===== config.mk =====
export PLATFORM = sky130hd
export DESIGN_NAME = dna_kmer_extractor
export DESIGN_NICKNAME = d
export VERILOG_FILES = /design/src/rtl/dke_pkg.sv /design/src/rtl/dke_kmer_core.sv /design/src/rtl/dke_pair_out.sv /design/src/rtl/dna_kmer_extractor.sv
export VERILOG_INCLUDE_DIRS = /design/src /design/src/rtl
export SDC_FILE = /design/constraint.sdc
export NUM_CORES = 1
export LEC_CHECK = 0
export ABC_AREA = 1
export BUFFER_PORTS_ARGS = -buffer_cell sky130_fd_sc_hd__buf_2
export CORE_UTILIZATION = 50
export CTS_CLUSTER_DIAMETER = 200
export DETAILED_ROUTE_END_ITERATION = 16
export PLACE_DENSITY_LB_ADDON = 0.3
export SYNTH_ARGS = -nofsm -noshare
export SYNTH_HDL_FRONTEND = slang
export SYNTH_SLANG_ARGS = --single-unit

===== constraint.sdc =====
create_clock -name clk -period 11.6 [get_ports clk]
set_input_delay 2.32 -clock clk [delete_from_list [all_inputs] [get_ports clk]]
set_output_delay 2.32 -clock clk [all_outputs]
set_load 0.05 [all_outputs]

===== src/rtl/dna_kmer_extractor_defines.svh =====
// ---------------------------------------------------------------------------
// dna_kmer_extractor_defines.svh
// Assertion macros shared by the k-mer extractor RTL.
// ---------------------------------------------------------------------------
`ifndef DNA_KMER_EXTRACTOR_DEFINES_SVH
`define DNA_KMER_EXTRACTOR_DEFINES_SVH

`ifndef SYNTHESIS
// Same-cycle implication under reset.
`define DKE_ASSERT_SAME(label, clk, rst_n, ante, cons) \
    label: assert property (@(posedge clk) disable iff (!rst_n) (ante) |-> (cons)) \
        else $error("dke assertion failed: same-cycle implication");
// Next-cycle implication under reset.
`define DKE_ASSERT_NEXT(label, clk, rst_n, ante, cons) \
    label: assert property (@(posedge clk) disable iff (!rst_n) (ante) |=> (cons)) \
        else $error("dke assertion failed: next-cycle implication");
`else
`define DKE_ASSERT_SAME(label, clk, rst_n, ante, cons)
`define DKE_ASSERT_NEXT(label, clk, rst_n, ante, cons)
`endif

`endif


===== src/rtl/dke_pkg.sv =====
// ---------------------------------------------------------------------------
// dke_pkg
// Types, constants and the base decoder of the k-mer extractor.
// ---------------------------------------------------------------------------
`timescale 1ns / 1ps
`default_nettype none

package dke_pkg;

    localparam int POSITION_BITS_DEF = 32;
    localparam int KMER_BITS         = 64;
    localparam int POS_OUT_BITS      = 32;
    localparam int KSIZE_BITS        = 6;
    localparam logic [5:0] KMER_MAX   = 6'd32;
    localparam logic [5:0] KMER_RESET = 6'd16;

    // 2-bit base codes; bit 2 of a decoded code marks an unknown base
    localparam logic [2:0] CODE_A   = 3'd0;
    localparam logic [2:0] CODE_C   = 3'd1;
    localparam logic [2:0] CODE_G   = 3'd2;
    localparam logic [2:0] CODE_T   = 3'd3;
    localparam logic [2:0] CODE_UNK = 3'd4;

    localparam logic [7:0] CHAR_A_UP = 8'h41;
    localparam logic [7:0] CHAR_A_LO = 8'h61;
    localparam logic [7:0] CHAR_C_UP = 8'h43;
    localparam logic [7:0] CHAR_C_LO = 8'h63;
    localparam logic [7:0] CHAR_G_UP = 8'h47;
    localparam logic [7:0] CHAR_G_LO = 8'h67;
    localparam logic [7:0] CHAR_T_UP = 8'h54;
    localparam logic [7:0] CHAR_T_LO = 8'h74;

    typedef struct packed {
        logic [KMER_BITS-1:0]    fwd;
        logic [KMER_BITS-1:0]    rev;
        logic [POS_OUT_BITS-1:0] pos;
    } pair_t;

    function automatic logic [2:0] map_base(input logic [7:0] ch);
        logic [2:0] code;
        unique case (ch) inside
            CHAR_A_UP, CHAR_A_LO: code = CODE_A;
            CHAR_C_UP, CHAR_C_LO: code = CODE_C;
            CHAR_G_UP, CHAR_G_LO: code = CODE_G;
            CHAR_T_UP, CHAR_T_LO: code = CODE_T;
            default:              code = CODE_UNK;
        endcase
        return code;
    endfunction

endpackage

`default_nettype wire


===== src/rtl/dke_kmer_core.sv =====
// ---------------------------------------------------------------------------
// dke_kmer_core
// Rolling forward and reverse-complement k-mer state, count and position.
// ---------------------------------------------------------------------------
`timescale 1ns / 1ps
`default_nettype none

module dke_kmer_core #(
    parameter int POSITION_BITS = dke_pkg::POSITION_BITS_DEF
) (
    input  wire logic                      clk,
    input  wire logic                      rst_n,
    input  wire logic [5:0]                kmer_length,
    input  wire logic                      advance,
    input  wire logic [7:0]                base_char,
    input  wire logic                      sequence_start,
    output logic                           emit,
    output dke_pkg::pair_t                 pair
);

    localparam int PO = (POSITION_BITS < dke_pkg::POS_OUT_BITS)
                        ? POSITION_BITS : dke_pkg::POS_OUT_BITS;

    logic [dke_pkg::KMER_BITS-1:0] fwd_reg, fwd_next, fwd_base;
    logic [dke_pkg::KMER_BITS-1:0] rev_reg, rev_next, rev_base;
    logic [5:0]                    cnt_reg, cnt_next, cnt_base;
    logic [POSITION_BITS-1:0]      pos_reg, pos_next, pos_base;

    logic [5:0]                    k_eff;
    logic [6:0]                    two_k;
    logic [5:0]                    rev_shift;
    logic [dke_pkg::KMER_BITS-1:0] mask;
    logic [2:0]                    code;
    logic [1:0]                    comp;
    logic                          known;

    // Clamp k to 1..32
    always_comb
    begin
        if (kmer_length == 6'd0)
            k_eff = 6'd1;
        else if (kmer_length > dke_pkg::KMER_MAX)
            k_eff = dke_pkg::KMER_MAX;
        else
            k_eff = kmer_length;
        two_k     = {k_eff, 1'b0};
        rev_shift = {k_eff[4:0] - 5'd1, 1'b0};
        mask      = {dke_pkg::KMER_BITS{1'b1}} >> (7'd64 - two_k);
    end

    always_comb
    begin
        // start of sequence clears everything before the base is applied
        fwd_base = sequence_start ? '0 : fwd_reg;
        rev_base = sequence_start ? '0 : rev_reg;
        cnt_base = sequence_start ? '0 : cnt_reg;
        pos_base = sequence_start ? '0 : pos_reg;

        code  = dke_pkg::map_base(base_char);
        known = !code[2];
        comp  = ~code[1:0];

        if (known)
        begin
            fwd_next = ((fwd_base << 2) | dke_pkg::KMER_BITS'(code[1:0])) & mask;
            rev_next = (rev_base >> 2) | (dke_pkg::KMER_BITS'(comp) << rev_shift);
            cnt_next = (cnt_base < k_eff) ? cnt_base + 6'd1 : cnt_base;
        end
        else
        begin
            fwd_next = '0;
            rev_next = '0;
            cnt_next = '0;
        end

        emit = known && (cnt_next >= k_eff);

        if (!known)
            pos_next = pos_base + POSITION_BITS'(k_eff);
        else if (emit)
            pos_next = pos_base + POSITION_BITS'(1);
        else
            pos_next = pos_base;

        pair.fwd = fwd_next;
        pair.rev = rev_next;
        pair.pos = dke_pkg::POS_OUT_BITS'(pos_base[PO-1:0]);
    end

    always_ff @(posedge clk or negedge rst_n)
    begin
        if (!rst_n)
        begin
            fwd_reg <= '0;
            rev_reg <= '0;
            cnt_reg <= '0;
            pos_reg <= '0;
        end
        else if (advance)
        begin
            fwd_reg <= fwd_next;
            rev_reg <= rev_next;
            cnt_reg <= cnt_next;
            pos_reg <= pos_next;
        end
    end

endmodule

`default_nettype wire


===== src/rtl/dke_pair_out.sv =====
// ---------------------------------------------------------------------------
// dke_pair_out
// Result register that sends one forward/reverse pair as two beats.
// ---------------------------------------------------------------------------
`timescale 1ns / 1ps
`default_nettype none

`include "dna_kmer_extractor_defines.svh"

module dke_pair_out (
    input  wire logic           clk,
    input  wire logic           rst_n,
    input  wire logic           load,
    input  wire dke_pkg::pair_t pair,
    output logic                can_take,
    output logic                m_axis_tvalid,
    input  wire logic           m_axis_tready,
    output logic [95:0]         m_axis_tdata,   // [63:0] kmer_value, [95:64] position
    output logic [0:0]          m_axis_tuser,   // [0] strand
    output logic                m_axis_tlast    // last_of_pair
);

    dke_pkg::pair_t pair_reg;
    logic           valid_reg, valid_next;
    logic           phase_reg, phase_next;   // 0 forward beat, 1 reverse beat
    logic           beat_done;

    assign beat_done = valid_reg && m_axis_tready;
    assign can_take  = !valid_reg || (m_axis_tready && phase_reg);

    always_comb
    begin
        valid_next = valid_reg;
        phase_next = phase_reg;
        if (load)
        begin
            valid_next = 1'b1;
            phase_next = 1'b0;
        end
        else if (beat_done)
        begin
            if (phase_reg)
                valid_next = 1'b0;
            else
                phase_next = 1'b1;
        end
    end

    always_ff @(posedge clk or negedge rst_n)
    begin
        if (!rst_n)
        begin
            valid_reg <= 1'b0;
            phase_reg <= 1'b0;
        end
        else
        begin
            valid_reg <= valid_next;
            phase_reg <= phase_next;
        end
    end

    always_ff @(posedge clk)
    begin
        if (load)
            pair_reg <= pair;
    end

    assign m_axis_tvalid = valid_reg;
    assign m_axis_tdata  = {pair_reg.pos, phase_reg ? pair_reg.rev : pair_reg.fwd};
    assign m_axis_tuser  = phase_reg;
    assign m_axis_tlast  = phase_reg;

    `DKE_ASSERT_SAME(a_load_only_when_free, clk, rst_n, load, can_take)
    `DKE_ASSERT_NEXT(a_fwd_then_rev, clk, rst_n,
                     beat_done && !phase_reg, valid_reg && phase_reg)
    `DKE_ASSERT_NEXT(a_stall_holds_phase, clk, rst_n,
                     valid_reg && !m_axis_tready && !load,
                     valid_reg && (phase_reg == $past(phase_reg)))

endmodule

`default_nettype wire


===== src/rtl/dna_kmer_extractor.sv =====
// ---------------------------------------------------------------------------
// dna_kmer_extractor
// Rolling 2-bit k-mer extractor with reverse complement, top level.
// ---------------------------------------------------------------------------
//  channel  | direction | payload
//  ---------+-----------+---------------------------------------------------
//  s_axis   | in        | tdata[7:0] base_char, tuser[0] sequence_start
//  m_axis   | out       | tdata[63:0] kmer_value, [95:64] position,
//           |           | tuser[0] strand, tlast last_of_pair
//  cfg      | in        | cfg_data[5:0] k-mer length (always ready)
//
//  A request is taken into the input register; once the result register can
//  take a pair, the core applies it to the k-mer state and, if it emits,
//  loads the pair into the result register, which offers the forward beat.
//  An emitting character holds the result register for a forward beat, then
//  a reverse beat; a character that emits nothing is not loaded, but still
//  waits while a pair is being sent.
//  Reset clears the k-mer state, count, position and sets the k-mer length 16.
//  A stall on m_axis holds the result register; the input register takes
//  at most one request behind it.
// ---------------------------------------------------------------------------
`timescale 1ns / 1ps
`default_nettype none

`include "dna_kmer_extractor_defines.svh"

module dna_kmer_extractor #(
    parameter int POSITION_BITS = dke_pkg::POSITION_BITS_DEF
) (
    input  wire logic        clk,
    input  wire logic        rst_n,
    input  wire logic        s_axis_tvalid,
    output logic             s_axis_tready,
    input  wire logic [7:0]  s_axis_tdata,   // [7:0] base_char
    input  wire logic [0:0]  s_axis_tuser,   // [0] sequence_start
    output logic             m_axis_tvalid,
    input  wire logic        m_axis_tready,
    output logic [95:0]      m_axis_tdata,   // [63:0] kmer_value, [95:64] position
    output logic [0:0]       m_axis_tuser,   // [0] strand
    output logic             m_axis_tlast,   // last_of_pair
    input  wire logic        cfg_valid,
    output logic             cfg_ready,
    input  wire logic [5:0]  cfg_data        // [5:0] k-mer length
);

    logic [5:0]     kmer_length_reg;
    logic           in_valid_reg, in_valid_next;
    logic [7:0]     in_char_reg;
    logic           in_start_reg;
    logic           s_accept;
    logic           advance;
    logic           emit;
    logic           pair_can_take;
    dke_pkg::pair_t pair;

    // Configuration register: write whenever offered
    assign cfg_ready = 1'b1;

    always_ff @(posedge clk or negedge rst_n)
    begin
        if (!rst_n)
            kmer_length_reg <= dke_pkg::KMER_RESET;
        else if (cfg_valid)
            kmer_length_reg <= cfg_data;
    end

    // Input register: advance the held request into the core when the
    // result register can take its pair, and refill in the same cycle
    assign advance       = in_valid_reg && pair_can_take;
    assign s_axis_tready = !in_valid_reg || pair_can_take;
    assign s_accept      = s_axis_tvalid && s_axis_tready;

    always_comb
    begin
        in_valid_next = in_valid_reg;
        if (s_accept)
            in_valid_next = 1'b1;
        else if (advance)
            in_valid_next = 1'b0;
    end

    always_ff @(posedge clk or negedge rst_n)
    begin
        if (!rst_n)
            in_valid_reg <= 1'b0;
        else
            in_valid_reg <= in_valid_next;
    end

    always_ff @(posedge clk)
    begin
        if (s_accept)
        begin
            in_char_reg  <= s_axis_tdata;
            in_start_reg <= s_axis_tuser[0];
        end
    end

    dke_kmer_core #(
        .POSITION_BITS (POSITION_BITS)
    ) u_core (
        .clk            (clk),
        .rst_n          (rst_n),
        .kmer_length    (kmer_length_reg),
        .advance        (advance),
        .base_char      (in_char_reg),
        .sequence_start (in_start_reg),
        .emit           (emit),
        .pair           (pair)
    );

    // Load the pair only for a character that emits; drop the rest
    dke_pair_out u_out (
        .clk           (clk),
        .rst_n         (rst_n),
        .load          (advance && emit),
        .pair          (pair),
        .can_take      (pair_can_take),
        .m_axis_tvalid (m_axis_tvalid),
        .m_axis_tready (m_axis_tready),
        .m_axis_tdata  (m_axis_tdata),
        .m_axis_tuser  (m_axis_tuser),
        .m_axis_tlast  (m_axis_tlast)
    );

    `DKE_ASSERT_SAME(a_no_overwrite, clk, rst_n, s_accept && in_valid_reg, advance)
    `DKE_ASSERT_NEXT(a_held_when_blocked, clk, rst_n,
                     in_valid_reg && !pair_can_take,
                     in_valid_reg && $stable(in_char_reg))

endmodule

`default_nettype wire


==> impl_metrics.py <==
metrics = {
    "yosys": {
        "ys_seq_elements": 339,
        "ys.flop_type": "dfrtp_1",
        "synth_edf_count": 168,
        "synth.top_cell.area_share_pct": 30.6,
        "yosys.area.top_type": "edfxtp_1",
        "yosysWarnings": 0,
        "synth.distinct_cells": 44,
        "ys_async_sr_fraction_pct": 50.4,
        "ys_top_cells_by_area": "edfxtp_1 (31%), dfrtp_1 (26%), nand2_1 (17%)",
        "synth_seq_area_share_pct": 56.6,
        "syn_area_um2": 16500,
        "synth_nets": 1971,
        "synth_area_per_cell_um2": 8.54,
        "syn-instance-count": 1927,
    },
    "grt": {
        "grt_start_max_net_pins": 199,
        "grt_use_total_pct": 24.6,
        "use_met1_pct": 35.0,
        "grt_pass1_vias": 12048,
        "gr-usage-met2_pct": 39.7,
        "grt_overflow": 0,
        "grt_pass1_wl_um": 64700,
        "top_usage_layer": "met2",
        "antenna_found_initial": 0,
        "use_met3_pct": 2.95,
    },
    "clock_tree": {
        "cts_resized": 0,
        "htreeDepth": 2,
        "cts_tree": "yes",
        "cts_root_buffer": "clkbuf_16",
        "clk_pin_slew_worst_paths_ns": 0.06,
        "cts_buffer_depth": 3,
        "postCtsSetupRepairBufs": 0,
        "cts_made_buffers": 36,
        "clock_latency_ns": 0.52,
        "hold_buffers": 0,
        "clock_sinks": 339,
    },
    "critical_path": {
        "endpoint_kind": "flop",
        "worst-path-stages": 19,
        "cpLargestDelayFamily": "simple AND/OR/NAND/NOR gates",
        "crit_slowest_cell": "buf_4",
        "critPathLaunchType": "flop",
        "r2r_cells": 19,
        "cp_slowest_stage_delay_ns": 0.88,
        "cp.required_ns": 11.73,
        "worstPathCellList": "buf_4 > clkinv_2 > nand2_1 > inv_1 > ha_1 > a21oi_1 > nor2_1 > a211oi_1 > nand2_1 > nand2_1 > a21oi_1 > ha_1 > nand2_1 > nor2_1 > nand2_1 > nand2_1 > nand2_2 > nor2_4 > buf_4",
        "crit_fanout": 77,
        "critical_path_class": "flop to flop",
        "worst_path_most_repeated_cell": "nand2_1",
        "crit_buf_inv": 4,
        "cp.arrival_ns": 6.37,
    },
    "pwr": {
        "powerDensity_nw_per_um2": 164,
        "seqPwrFrac_pct": 43.7,
        "switchingPower_mw": 0.946,
        "p_sw_share_pct": 31.7,
        "leakage_nw": 8.49,
        "combPwrFrac_pct": 19.6,
        "pwr-share-clk_pct": 36.8,
        "peakVddDrop_v": 0.000117,
        "internal_power_mw": 2.04,
    },
    "floorplan": {
        "rows": 66,
        "fp.dieH_um": 183,
        "io-pin-count": 121,
        "initial_core_util_pct": 50.7,
        "die_w_um": 183,
        "die_area_um2": 33700,
        "core_area_um2": 32500,
    },
    "cells_and_area": {
        "n_antenna_cell": 0,
        "n_fill_cell": 2912,
        "finalInstanceArea_um2": 18200,
        "largest_reg_flops": 128,
        "area_growth_pct": 10.5,
        "post-route-util_pct": 56.1,
        "nets": 2020,
        "drive_gt1_share_pct": 11.4,
    },
    "routing": {
        "drt-vias-per-instance": 5.28,
        "vias": 12907,
        "first_iter_violations": 1241,
        "route.detailed.drc": 1,
        "drt_wl_total_um": 40900,
        "antenna_left": 0,
        "first_pass_iters": 11,
        "wl_per_cell_um": 16.7,
    },
    "placed_design": {
        "dpl_cell_area_um2": 17100,
        "io_buffers": 118,
        "post-place-ws_ns": 5.48,
        "dp_hpwl_um": 26600,
        "gp_congestion": 0.957,
    },
    "sta": {
        "max_freq_mhz": 160,
        "setup_viol": 0,
        "totalNegativeSetupSlack_ns": 0,
        "period_share_pct": 53.9,
        "relSlewSlack_pct": 28.2,
        "worst_pin_slew_ns": 1.08,
        "holdWs_ns": 0.478,
        "rsz0062_at_grt": "false",
        "post-route-min-period_ns": 6.25,
        "fin_worst_skew_ns": 0.0145,
        "finalWorstSetupSlack_ns": 5.35,
        "slew_violations": 0,
        "hold_viol": 0,
    },
    "run_status": {
        "failed_checks": "design-rule violations",
        "status": "finished, violations left",
    },
    "flow_run": {
        "drv_cap": 0,
    },
    "worst_hold_path": {
        "min-delay-path-class": "flop to flop",
        "holdPathStages": 2,
    },
}
==> final cells by class <==
type                            instances  area, um^2  share of cell area, %
Sequential cell                       339        9330                   51.3
Clock buffer                           56        1080                   5.92
Tap cell                              442         553                   3.04
Clock inverter                          8        41.3                  0.227
Inverter                              177         666                   3.66
Timing Repair Buffer                  128         684                   3.76
Multi-Input combinational cell       1294        5840                   32.1
==> routing by layer <==
metal	vias up	part of all wire, %
li1	6225	-
met1	6140	44
met2	473	47
met3	69	6.9
met4	0	2.5
met5	-	0
==> worst min-delay path, delay by kind of cell, from the launching register on <==
family	cells	cell delay (ns)
flip-flops	1	0.34
AND/OR/NAND/NOR	2	0.10
==> logic make-up after synthesis <==
group / Yosys count / synth area share, %
and+or+nand+nor: 1101 / 27.2
DFF: 339 / 56.6
buffers and inverters: 294 / 7.96
AOI/OAI and AO/OA: 150 / 5.09
adders and majority gates: 24 / 1.87
xor gates and xnor gates: 18 / 1.19
other: 1 / 0.0228
==> path summary, 6_finish.rpt <==
path,from,to,slack [ns]
worst max-delay path,in_start_reg,u_out.pair_reg[139],5.35
worst min-delay path,u_core.fwd_reg[11],u_core.fwd_reg[11],0.48
worst max register to register,in_start_reg,u_out.pair_reg[139],5.35
worst min register to register,u_core.fwd_reg[11],u_core.fwd_reg[11],0.48
max in group asynchronous,rst_n,u_core.rev_reg[39],7.77
min in group asynchronous,rst_n,u_core.fwd_reg[28],1.73
==> stage by stage <==
step | std cells | power (mW)
after CTS | 2444 | 3.01
after global routing | 2444 | 3.10
final | 2444 | 2.99
after floorplan | 1927 | 1.75
after global placement | 2380 | 1.90
after detailed placement | 2380 | 1.91
==> cell usage in the layout, fill, tap and decap left out, drive strengths merged, types with 3 or more instances in the layout <==
cell type,instances
nor3,15
xnor2,3
inv,177
ha,23
clkinv,8
buf,128
dfrtp,170
o21ai,77
clkbuf,56
edfxtp,168
xor2,15
nand4,46
nand2,758
a31oi,21
a21oi,46
nor2,200
and2,3
nand3,66
nand3b,8
==> power groups by stage <==
stage          logic (mW)  registers, mW  clock network (mW)
2_1_floorplan       0.419           1.33                   0
3_3_place_gp        0.576           1.33                   0
3_5_place_dp        0.582           1.33                   0
4_1_cts             0.585           1.30                1.12
5_1_grt             0.631           1.31                1.16
6_report            0.584           1.30                1.10
==> cells in the mapped netlist (2+ instances only) <==
library cell / instances
nand2_1: 747
nor2_1: 193
inv_1: 171
dfrtp_1: 170
edfxtp_1: 168
nand3_1: 65
a21oi_1: 46
nand4_1: 46
buf_4: 43
clkbuf_1: 41
o21ai_0: 39
o21ai_1: 26
ha_1: 23
a31oi_1: 21
buf_2: 17
nor3_1: 14
buf_1: 13
xor2_1: 13
o21ai_2: 12
nand2_2: 9
nand3b_1: 8
inv_2: 5
nor2_2: 5
and2_1: 3
buf_6: 3
xnor2_1: 3
nand2_4: 2
nor2_4: 2
nor4_1: 2
o21bai_1: 2
xor2_4: 2
(Power assumes the default switching activity.)
